$ cat src/bmp_pixel_row_unpacker_defines.svh
// assertion macros for the bmp pixel row unpacker
`ifndef BMP_PIXEL_ROW_UNPACKER_DEFINES_SVH
`define BMP_PIXEL_ROW_UNPACKER_DEFINES_SVH

`ifndef SYNTHESIS
`define BMPRU_CHECK(lbl, prop, msg) \
    lbl: assert property (@(posedge aclk) disable iff (!aresetn) (prop)) else $error(msg);
`define BMPRU_CHECK_NEXT(lbl, pre, post, msg) \
    lbl: assert property (@(posedge aclk) disable iff (!aresetn) (pre) |=> (post)) \
        else $error(msg);
`else
`define BMPRU_CHECK(lbl, prop, msg)
`define BMPRU_CHECK_NEXT(lbl, pre, post, msg)
`endif

`endif

$ cat src/bmpru_pkg.sv
// shared constants and types for the bmp pixel row unpacker
package bmpru_pkg;

    localparam int OUT_DIM_W  = 16;
    localparam int CFG_DATA_W = 16;
    localparam int CFG_IDX_W  = 2;

    localparam logic [2:0] FMT_1BPP  = 3'd0;
    localparam logic [2:0] FMT_2BPP  = 3'd1;
    localparam logic [2:0] FMT_4BPP  = 3'd2;
    localparam logic [2:0] FMT_8BPP  = 3'd3;
    localparam logic [2:0] FMT_24BPP = 3'd4;
    localparam logic [2:0] FMT_48BPP = 3'd5;

    typedef enum logic [CFG_IDX_W-1:0] {
        REG_PIXEL_FORMAT = 2'd0,
        REG_ROW_WIDTH    = 2'd1,
        REG_IMAGE_HEIGHT = 2'd2,
        REG_TOP_DOWN     = 2'd3
    } cfg_reg_t;

endpackage

$ cat src/bmp_pixel_row_unpacker.sv
// bmp pixel data decoder: bytes in, one pixel per result transaction out
// Takes pixel-data bytes in file order and emits one pixel per result
// transaction with its column and (mirrored) row. An 8, 24 or 48 bpp byte
// and every row padding byte is finished in one step; a 1, 2 or 4 bpp byte
// stays in the byte register until its pixels are out (8, 4 or 2, fewer at a
// row end), as the single result register takes one pixel per cycle if not
// stalled. A new byte is taken in the cycle its predecessor finishes, and
// while a finished pixel waits in the result register. There is no clearing
// pass after reset. Configuration must be written only while the block is
// idle (not enforced); a format write restarts the 24/48 bpp byte phase.
`include "bmp_pixel_row_unpacker_defines.svh"

module bmp_pixel_row_unpacker
    import bmpru_pkg::*;
#(
    parameter int DIM_BITS = 16
) (
    input  logic                  aclk,
    input  logic                  aresetn,
    // configuration write channel
    input  logic                  cfg_valid,
    output logic                  cfg_ready,
    input  logic [CFG_IDX_W-1:0]  cfg_index,
    input  logic [CFG_DATA_W-1:0] cfg_data,
    // input bytes
    input  logic                  s_tvalid,
    output logic                  s_tready,
    input  logic [7:0]            s_tdata,   // [7:0] data_byte
    // result pixels
    output logic                  m_tvalid,
    input  logic                  m_tready,
    // [7:0] pixel_index, [15:8] red, [23:16] green, [31:24] blue,
    // [47:32] column, [63:48] row
    output logic [63:0]           m_tdata,
    output logic                  m_tuser,   // [0] last_in_row
    output logic                  m_tlast    // last_in_run
);

    // configuration
    logic [2:0]          fmt_reg;
    logic [DIM_BITS-1:0] width_reg, height_reg;
    logic                topdown_reg;

    // decode state
    logic [DIM_BITS-1:0] col_reg, col_next;
    logic [DIM_BITS-1:0] row_reg, row_next;
    logic [2:0]          phase_reg, phase_next;
    logic [1:0]          pad_reg, pad_next;
    logic [7:0]          hblue_reg, hblue_next;
    logic [7:0]          hgreen_reg, hgreen_next;

    // byte register
    logic                byte_vld_reg, byte_vld_next;
    logic [7:0]          sh_reg, sh_next;
    logic [2:0]          cnt_reg, cnt_next;

    // result register
    logic                m_vld_reg, m_vld_next;
    logic [7:0]          idx_o_reg, red_o_reg, green_o_reg, blue_o_reg;
    logic [DIM_BITS-1:0] col_o_reg, row_o_reg;
    logic                lrow_o_reg, lrun_o_reg;

    logic [DIM_BITS-1:0] eff_w, eff_h, row_mirror;
    logic [DIM_BITS:0]   col_plus, row_plus;
    logic                row_end, out_free, want_emit, byte_done, step;
    logic [7:0]          idx_val, red_val, green_val, blue_val;
    logic [1:0]          row_bytes_mod4;
    logic [4:0]          w_sum5;
    logic [3:0]          w_sum4;
    logic [2:0]          w_sum3;

    assign cfg_ready = 1'b1;

    assign eff_w = (width_reg == '0) ? DIM_BITS'(1) : width_reg;
    assign eff_h = (height_reg == '0) ? DIM_BITS'(1) : height_reg;

    assign col_plus   = {1'b0, col_reg} + (DIM_BITS+1)'(1);
    assign row_plus   = {1'b0, row_reg} + (DIM_BITS+1)'(1);
    assign row_end    = col_plus >= {1'b0, eff_w};
    assign row_mirror = topdown_reg ? row_reg : (eff_h - DIM_BITS'(1) - row_reg);

    // bytes per row, modulo 4, for the padding count
    assign w_sum5 = eff_w[4:0] + 5'd7;
    assign w_sum4 = eff_w[3:0] + 4'd3;
    assign w_sum3 = eff_w[2:0] + 3'd1;
    always_comb begin
        case (fmt_reg)
            FMT_1BPP:  row_bytes_mod4 = w_sum5[4:3];
            FMT_2BPP:  row_bytes_mod4 = w_sum4[3:2];
            FMT_4BPP:  row_bytes_mod4 = w_sum3[2:1];
            FMT_24BPP: row_bytes_mod4 = 2'd0 - eff_w[1:0];
            FMT_48BPP: row_bytes_mod4 = {eff_w[0], 1'b0};
            default:   row_bytes_mod4 = eff_w[1:0];
        endcase
    end

    // pixel value from the head of the byte register
    always_comb begin
        idx_val   = 8'd0;
        red_val   = 8'd0;
        green_val = 8'd0;
        blue_val  = 8'd0;
        case (fmt_reg) inside
            FMT_1BPP:  idx_val = {7'd0, sh_reg[7]};
            FMT_2BPP:  idx_val = {6'd0, sh_reg[7:6]};
            FMT_4BPP:  idx_val = {4'd0, sh_reg[7:4]};
            FMT_24BPP, FMT_48BPP: begin
                red_val   = sh_reg;
                green_val = hgreen_reg;
                blue_val  = hblue_reg;
            end
            default:   idx_val = sh_reg;
        endcase
    end

    // does the byte in the register produce a pixel now, and is it finished
    always_comb begin
        want_emit = 1'b0;
        byte_done = 1'b1;
        if (pad_reg == 2'd0) begin
            case (fmt_reg)
                FMT_24BPP: want_emit = (phase_reg >= 3'd2);
                FMT_48BPP: want_emit = (phase_reg == 3'd5);
                default: begin
                    want_emit = 1'b1;
                    byte_done = row_end || (cnt_reg == 3'd0);
                end
            endcase
        end
    end

    assign out_free = !m_vld_reg || m_tready;
    assign step     = byte_vld_reg && (!want_emit || out_free);
    assign s_tready = !byte_vld_reg || (step && byte_done);

    always_comb begin
        col_next      = col_reg;
        row_next      = row_reg;
        phase_next    = phase_reg;
        pad_next      = pad_reg;
        hblue_next    = hblue_reg;
        hgreen_next   = hgreen_reg;
        byte_vld_next = byte_vld_reg;
        sh_next       = sh_reg;
        cnt_next      = cnt_reg;

        if (step) begin
            if (pad_reg != 2'd0) begin
                pad_next = pad_reg - 2'd1;
            end else begin
                case (fmt_reg)
                    FMT_24BPP: begin
                        case (phase_reg)
                            3'd0:    begin hblue_next = sh_reg;  phase_next = 3'd1; end
                            3'd1:    begin hgreen_next = sh_reg; phase_next = 3'd2; end
                            default: phase_next = 3'd0;
                        endcase
                    end
                    FMT_48BPP: begin
                        case (phase_reg)
                            3'd1:    begin hblue_next = sh_reg;  phase_next = 3'd2; end
                            3'd3:    begin hgreen_next = sh_reg; phase_next = 3'd4; end
                            3'd5:    phase_next = 3'd0;
                            3'd6:    phase_next = 3'd1;
                            3'd7:    phase_next = 3'd2;
                            default: phase_next = phase_reg + 3'd1;
                        endcase
                    end
                    default: begin
                        cnt_next = cnt_reg - 3'd1;
                        case (fmt_reg)
                            FMT_1BPP: sh_next = {sh_reg[6:0], 1'b0};
                            FMT_2BPP: sh_next = {sh_reg[5:0], 2'b0};
                            FMT_4BPP: sh_next = {sh_reg[3:0], 4'b0};
                            default:  sh_next = sh_reg;
                        endcase
                    end
                endcase
                if (want_emit) begin
                    if (row_end) begin
                        col_next = '0;
                        pad_next = 2'd0 - row_bytes_mod4;
                        row_next = (row_plus >= {1'b0, eff_h}) ? '0 : row_plus[DIM_BITS-1:0];
                    end else begin
                        col_next = col_plus[DIM_BITS-1:0];
                    end
                end
            end
            if (byte_done) begin
                byte_vld_next = 1'b0;
            end
        end

        if (s_tvalid && s_tready) begin
            byte_vld_next = 1'b1;
            sh_next       = s_tdata;
            case (fmt_reg)
                FMT_1BPP: cnt_next = 3'd7;
                FMT_2BPP: cnt_next = 3'd3;
                FMT_4BPP: cnt_next = 3'd1;
                default:  cnt_next = 3'd0;
            endcase
        end

        // format change restarts the multi-byte pixel phase
        if (cfg_valid && cfg_ready && (cfg_reg_t'(cfg_index) == REG_PIXEL_FORMAT)) begin
            phase_next = 3'd0;
        end
    end

    always_comb begin
        if (step && want_emit) begin
            m_vld_next = 1'b1;
        end else if (m_tready) begin
            m_vld_next = 1'b0;
        end else begin
            m_vld_next = m_vld_reg;
        end
    end

    always_ff @(posedge aclk) begin
        if (!aresetn) begin
            fmt_reg      <= FMT_8BPP;
            width_reg    <= DIM_BITS'(1);
            height_reg   <= DIM_BITS'(1);
            topdown_reg  <= 1'b0;
            col_reg      <= '0;
            row_reg      <= '0;
            phase_reg    <= 3'd0;
            pad_reg      <= 2'd0;
            hblue_reg    <= 8'd0;
            hgreen_reg   <= 8'd0;
            byte_vld_reg <= 1'b0;
            cnt_reg      <= 3'd0;
            m_vld_reg    <= 1'b0;
        end else begin
            if (cfg_valid && cfg_ready) begin
                unique case (cfg_reg_t'(cfg_index))
                    REG_PIXEL_FORMAT: fmt_reg     <= cfg_data[2:0];
                    REG_ROW_WIDTH:    width_reg   <= cfg_data[DIM_BITS-1:0];
                    REG_IMAGE_HEIGHT: height_reg  <= cfg_data[DIM_BITS-1:0];
                    REG_TOP_DOWN:     topdown_reg <= cfg_data[0];
                endcase
            end
            col_reg      <= col_next;
            row_reg      <= row_next;
            phase_reg    <= phase_next;
            pad_reg      <= pad_next;
            hblue_reg    <= hblue_next;
            hgreen_reg   <= hgreen_next;
            byte_vld_reg <= byte_vld_next;
            cnt_reg      <= cnt_next;
            m_vld_reg    <= m_vld_next;
        end
    end

    always_ff @(posedge aclk) begin
        sh_reg <= sh_next;
        if (step && want_emit) begin
            idx_o_reg   <= idx_val;
            red_o_reg   <= red_val;
            green_o_reg <= green_val;
            blue_o_reg  <= blue_val;
            col_o_reg   <= col_reg;
            row_o_reg   <= row_mirror;
            lrow_o_reg  <= row_end;
            lrun_o_reg  <= byte_done;
        end
    end

    assign m_tvalid = m_vld_reg;
    assign m_tdata  = {OUT_DIM_W'(row_o_reg), OUT_DIM_W'(col_o_reg),
                       blue_o_reg, green_o_reg, red_o_reg, idx_o_reg};
    assign m_tuser  = lrow_o_reg;
    assign m_tlast  = lrun_o_reg;

    // padding only starts at a row end, so the column is back at zero
    `BMPRU_CHECK(a_pad_at_col0, (pad_reg == 2'd0) || (col_reg == '0), "padding with column set")
    `BMPRU_CHECK(a_phase_range, phase_reg <= 3'd5, "byte phase out of range")
    `BMPRU_CHECK_NEXT(a_stall_keeps_byte, byte_vld_reg && want_emit && m_vld_reg && !m_tready,
        byte_vld_reg && $stable(sh_reg), "stalled byte lost")

endmodule
$ cat config.mk
export PLATFORM = sky130hd
export DESIGN_NAME = bmp_pixel_row_unpacker
export DESIGN_NICKNAME = d
export VERILOG_FILES = /design/src/bmpru_pkg.sv /design/src/bmp_pixel_row_unpacker.sv
export VERILOG_INCLUDE_DIRS = /design/src /design/src/src
export SDC_FILE = /design/constraint.sdc
export NUM_CORES = 1
export LEC_CHECK = 0
export ABC_CLOCK_PERIOD_IN_PS = 7000
export BUFFER_PORTS_ARGS = -buffer_cell sky130_fd_sc_hd__buf_2
export CORE_ASPECT_RATIO = 1.75
export CORE_MARGIN = 2
export CORE_UTILIZATION = 45
export DETAILED_ROUTE_END_ITERATION = 6
export HOLD_SLACK_MARGIN = 0.08
export PLACE_DENSITY = 0.76
export SLEW_MARGIN = 10
export SYNTH_ARGS = -nofsm -noshare
export SYNTH_HDL_FRONTEND = slang
export SYNTH_SLANG_ARGS = --single-unit
export TNS_END_PERCENT = 1
$ cat constraint.sdc
create_clock -name aclk -period 7 [get_ports aclk]
set_input_delay 2.1 -clock aclk [delete_from_list [all_inputs] [get_ports aclk]]
set_output_delay 2.1 -clock aclk [all_outputs]
set_load 0.05 [all_outputs]
# Word level (Yosys, flattened, before mapping)
# Cells that the tools add are included.
# word_totals
ff_bits,168
in_bits,31
output_inout_bits,69
word_cells,147
# classes
add_sub_neg,12
magnitude_cmp,3
eq_ne,18
mux,40
n_bitwise,3
n_reduce_logical,46
# ops
op,count
$mux 16,5
$mux 8,7
$add 16x1->17 const B,2
$ge 17x16->1,2
$logic_not 16->1,2
$pmux 8 s2,2
$pmux 8 s3,1
$sub 16x1->16 const B,1
$sub 16x16->16,1
$eq 3x3->1 const B,5
$reduce_bool 2->1,7
$mux 3,4
$ne 2x1->1 const B,6
$pmux 3 s4,1
$reduce_and 3->1,4
$pmux 2 s5,1
$reduce_and 2->1,5
$reduce_and 5->1,2
$logic_not 3->1,3
$mux 1,9
$pmux 3 s3,1
$mux 2,4
$mux 4,2
$reduce_and 4->1,2
other kinds (23),43

# Depth between registers and ports, before layout
# depth
word_depth,11
mapped_depth,16
mapped_depth_nobuf,14

# Worst setup path after synthesis
# OpenSTA, ideal clock, no wires.
# synth_path
kind,input port to flip-flop
from,in m_tready
to,reg row_reg[2]
setup_ns,0.088
arrival_ns,5.181
required_time_ns,6.912
setup_slack_ns,1.731
cell_stages,6
n_path_buf,1
path_cell_list,nand2b_1 nand3_1 inv_1 buf_1 nand3_1 o22ai_1
# synth_via
elab_chain_cells,4
# synth_rtl
item,line,source
from (decl),bmp_pixel_row_unpacker.sv:31,"input logic m_tready,"
$logic_or 1x1->1,bmp_pixel_row_unpacker.sv:132,assign out_free = !m_vld_reg || m_tready;
$logic_or 1x1->1,bmp_pixel_row_unpacker.sv:133,assign step = byte_vld_reg && (!want_emit || out_free);
$logic_and 1x1->1,bmp_pixel_row_unpacker.sv:133,
$reduce_and 4->1 (no source line),-,
to (signal assigned),bmp_pixel_row_unpacker.sv:246,row_reg <= row_next;
to (decl),bmp_pixel_row_unpacker.sv:46,"logic [DIM_BITS-1:0] row_reg, row_next;"
# No other way between the ends.
# A chain may end at the register's enable or synchronous reset.

# Worst setup path in the final report
# layout_path
from,reg col_reg[0]
to,out s_tready
# layout_via
elab_chain_cells,7
# layout_rtl
item,line,source
from (decl),bmp_pixel_row_unpacker.sv:45,"logic [DIM_BITS-1:0] col_reg, col_next;"
from (signal assigned),bmp_pixel_row_unpacker.sv:245,col_reg <= col_next;
$add 16x1->17,bmp_pixel_row_unpacker.sv:77,"assign col_plus = {1'b0, col_reg} + (DIM_BITS+1)'(1);"
$ge 17x16->1,bmp_pixel_row_unpacker.sv:79,"assign row_end = col_plus >= {1'b0, eff_w};"
$logic_or 1x1->1,bmp_pixel_row_unpacker.sv:126,byte_done = row_end || (cnt_reg == 3'd0);
$mux 1,bmp_pixel_row_unpacker.sv:121,case (fmt_reg)
$mux 1,bmp_pixel_row_unpacker.sv:120,if (pad_reg == 2'd0) begin
$logic_and 1x1->1,bmp_pixel_row_unpacker.sv:134,assign s_tready = !byte_vld_reg || (step && byte_done);
$logic_or 1x1->1,bmp_pixel_row_unpacker.sv:134,
to (decl),bmp_pixel_row_unpacker.sv:27,"output logic s_tready,"
# No other way between the ends.

==> reports/qor.yml <==
tightestPinTransition_ns: 1.02
tns_ns: 0
worst_slew_margin_rel: 0.320
htree_levels: 4
ys_types: 81
sw_frac_of_total: 0.295
start_kind: "flop"
grt_pass1_wl_mm: 35.7
ir_drop_mv: 0.119
die_h_um: 194
async_reset_ff_frac: 0
finalHoldViolCount: 0
syn_area_um2: 9290
grt_max_degree: 62
rsz0062_at_grt: "false"
p_clk_frac: 0.373
drc: 1
yosys_warnings: 0
seq_power_share: 0.453
drtIter0Drc: 417
hpwl_mm: 16.2
cp.required_ns: 4.90
placementRows: 69
grt_usage: 0.203
layout_worst_path_cycle_share: 0.833
final_cell_mix: "132 x nand2_1, 98 x buf_2, 94 x dfxtp_1, 74 x edfxtp_1, 72 x a21oi_1"
gp_congestion: 0.874
violations: "DRC"
path_clk_slew_ns: 0.07
wl_mm: 22.2
fin_nets: 1149
p_int_mw: 1.76
power_density_nw_per_um2: 239
cts_setup_buffers: 0
synthFlopType: "dfxtp_1"
critical_path_arrival_ns: 3.73
switching_power_mw: 0.738
setup_violations: 0
ys_seq_elements: 168
syn-num-nets: 1087
worstHoldPathType: "flop to flop"
fin_skew_ns: 0.0137
synthesis.area_per_instance_um2: 9.32
cts_sinks: 168
placed_area_um2: 9860
clock_latency_ns: 0.43
syn_to_final_growth_pct: 12.4
gr-total-overflow: 0
ys_seq_area_frac: 0.442
holdBufCountCts: 0
antenna_left: 0
clock.fmax_ghz: 0.172
start_util: 0.458
clockBufferDepth: 2
leakagePower_nw: 4.26
seq_area_um2: 4100
wl_per_cell_um: 16.8
slew_violations: 0
stdcell_area_um2: 10400
cts_buffers: 17
dr.pass1.iters: 7
core_area_um2: 20300
final_common_cell: "nand2_1"
syn-instance-count: 997
die_area_um2: 21900
worstSetupEndpointType: "output pin"
root_buffer: "clkbuf_16"
antenna_found_initial: 1
post-route-min-period_ns: 5.83
nFillCells: 1832
synth-edff-count: 74
grt_pass1_vias: 7187
ios: 100
cts_tree: "yes"
vias: 7365
cp_max_fo: 6
status: "finished with violations"
io_buffer_count: 98
cts-resized-gates: 0
power_mw: 2.50
utilization: 0.514
max-cap-violations: 0
drive_above_1_share: 0.157
fp.dieW_um: 113
comb_power_share: 0.174
multi_input_area_um2: 4640
via_per_inst: 5.58
crit_type: "flop to output pin"
synth_stat cells (5+ instances only):
cell / count / area (um2)
edfxtp_1: 74 / 2220
nand3_1: 33 / 165
a22o_1: 14 / 123
ha_1: 58 / 726
o211ai_1: 5 / 37.5
inv_1: 70 / 263
buf_6: 5 / 56.3
mux2i_1: 27 / 270
nor3_1: 15 / 75.1
xor2_1: 19 / 166
nor4_1: 11 / 68.8
o22ai_1: 13 / 81.3
dfxtp_1: 94 / 1880
nand2_1: 132 / 495
a31oi_1: 7 / 43.8
nand4_1: 5 / 31.3
clkbuf_1: 48 / 180
and3_1: 16 / 100
a211oi_1: 7 / 52.6
a21o_1: 11 / 82.6
a21oi_1: 72 / 360
or2_2: 5 / 31.3
and2_1: 27 / 169
nand2b_1: 5 / 31.3
nor2_1: 62 / 233
xnor2_1: 33 / 289
o21ai_0: 39 / 195
power by group through the flow:
stage | registers [mW] | clock network [mW] | logic [mW]
floorplan | 1.25 | 0 | 0.230
global placement | 1.15 | 0 | 0.430
detailed placement | 1.15 | 0 | 0.436
CTS | 1.13 | 0.938 | 0.437
global route | 1.14 | 0.982 | 0.472
finish | 1.13 | 0.932 | 0.436
routing by layer:
| layer | track usage | wire length (um) | vias up |
|---|---|---|---|
| met5 | 0 | 0 | - |
| met4 | 0.0804 | 525 | 0 |
| met3 | 0.0300 | 735 | 35 |
| met2 | 0.387 | 12400 | 178 |
| met1 | 0.221 | 8470 | 3534 |
| li1 | - | - | 3618 |
worst max-delay path, stage by stage, from the launching register on:
cell and delay (ns):
dfxtp_1 0.42, ha_1 0.29, and4_1 0.28, and4_4 0.27, and3_1 0.24, xor2_1 0.17
ha_1 0.26, nand4_1 0.17, nor2_1 0.07, a211oi_1 0.35, o31ai_4 0.19, o31a_1 0.35
buf_2 0.22
path summary, 6_finish.rpt:
kind / start / end / slack, ns / cells after the start
max: col_reg[0]$_SDFFE_PN0P_ / s_tready / 1.17 / 12
min: height_reg[0]$_SDFFE_PN1P_ / height_reg[0]$_SDFFE_PN1P_ / 0.47 / 2
min reg2reg: height_reg[0]$_SDFFE_PN1P_ / height_reg[0]$_SDFFE_PN1P_ / 0.47 / 2
max reg2reg: col_reg[0]$_SDFFE_PN0P_ / row_reg[7]$_SDFFE_PN0P_ / 2.64 / 14
per-stage QoR:
| stage | cells | hold slack [ns] | setup WS (ns) |
|---|---|---|---|
| after floorplan | 997 | 0.403 | 1.73 |
| after global placement | 1288 | 0.458 | 1.71 |
| after detailed placement | 1288 | 0.466 | 1.63 |
| after CTS | 1320 | 0.475 | 1.18 |
| after global routing | 1321 | 0.502 | 0.978 |
| final | 1321 | 0.473 | 1.17 |
logic make-up after synthesis:
kind of cell / count (synthesis) / synth area share
flip-flops: 168 / 0.442
multiplexers: 35 / 0.0404
AO/OA/AOI/OAI: 211 / 0.153
adder cells (fa/ha/maj): 59 / 0.0803
other: 1 / 0.000404
buffers and inverters: 133 / 0.0587
XOR/XNOR: 52 / 0.0490
AND/OR/NAND/NOR: 338 / 0.176
layout make-up:
type,instances,share of cell area
multi-input cells,696,0.445
flip-flops and latches,168,0.393
repair buffers,104,0.0513
clock buffers,21,0.0432
well taps,248,0.0297
inverters,72,0.0259
clock inverters,11,0.0119
diodes,1,0.000240
(Power assumes the default switching activity.)
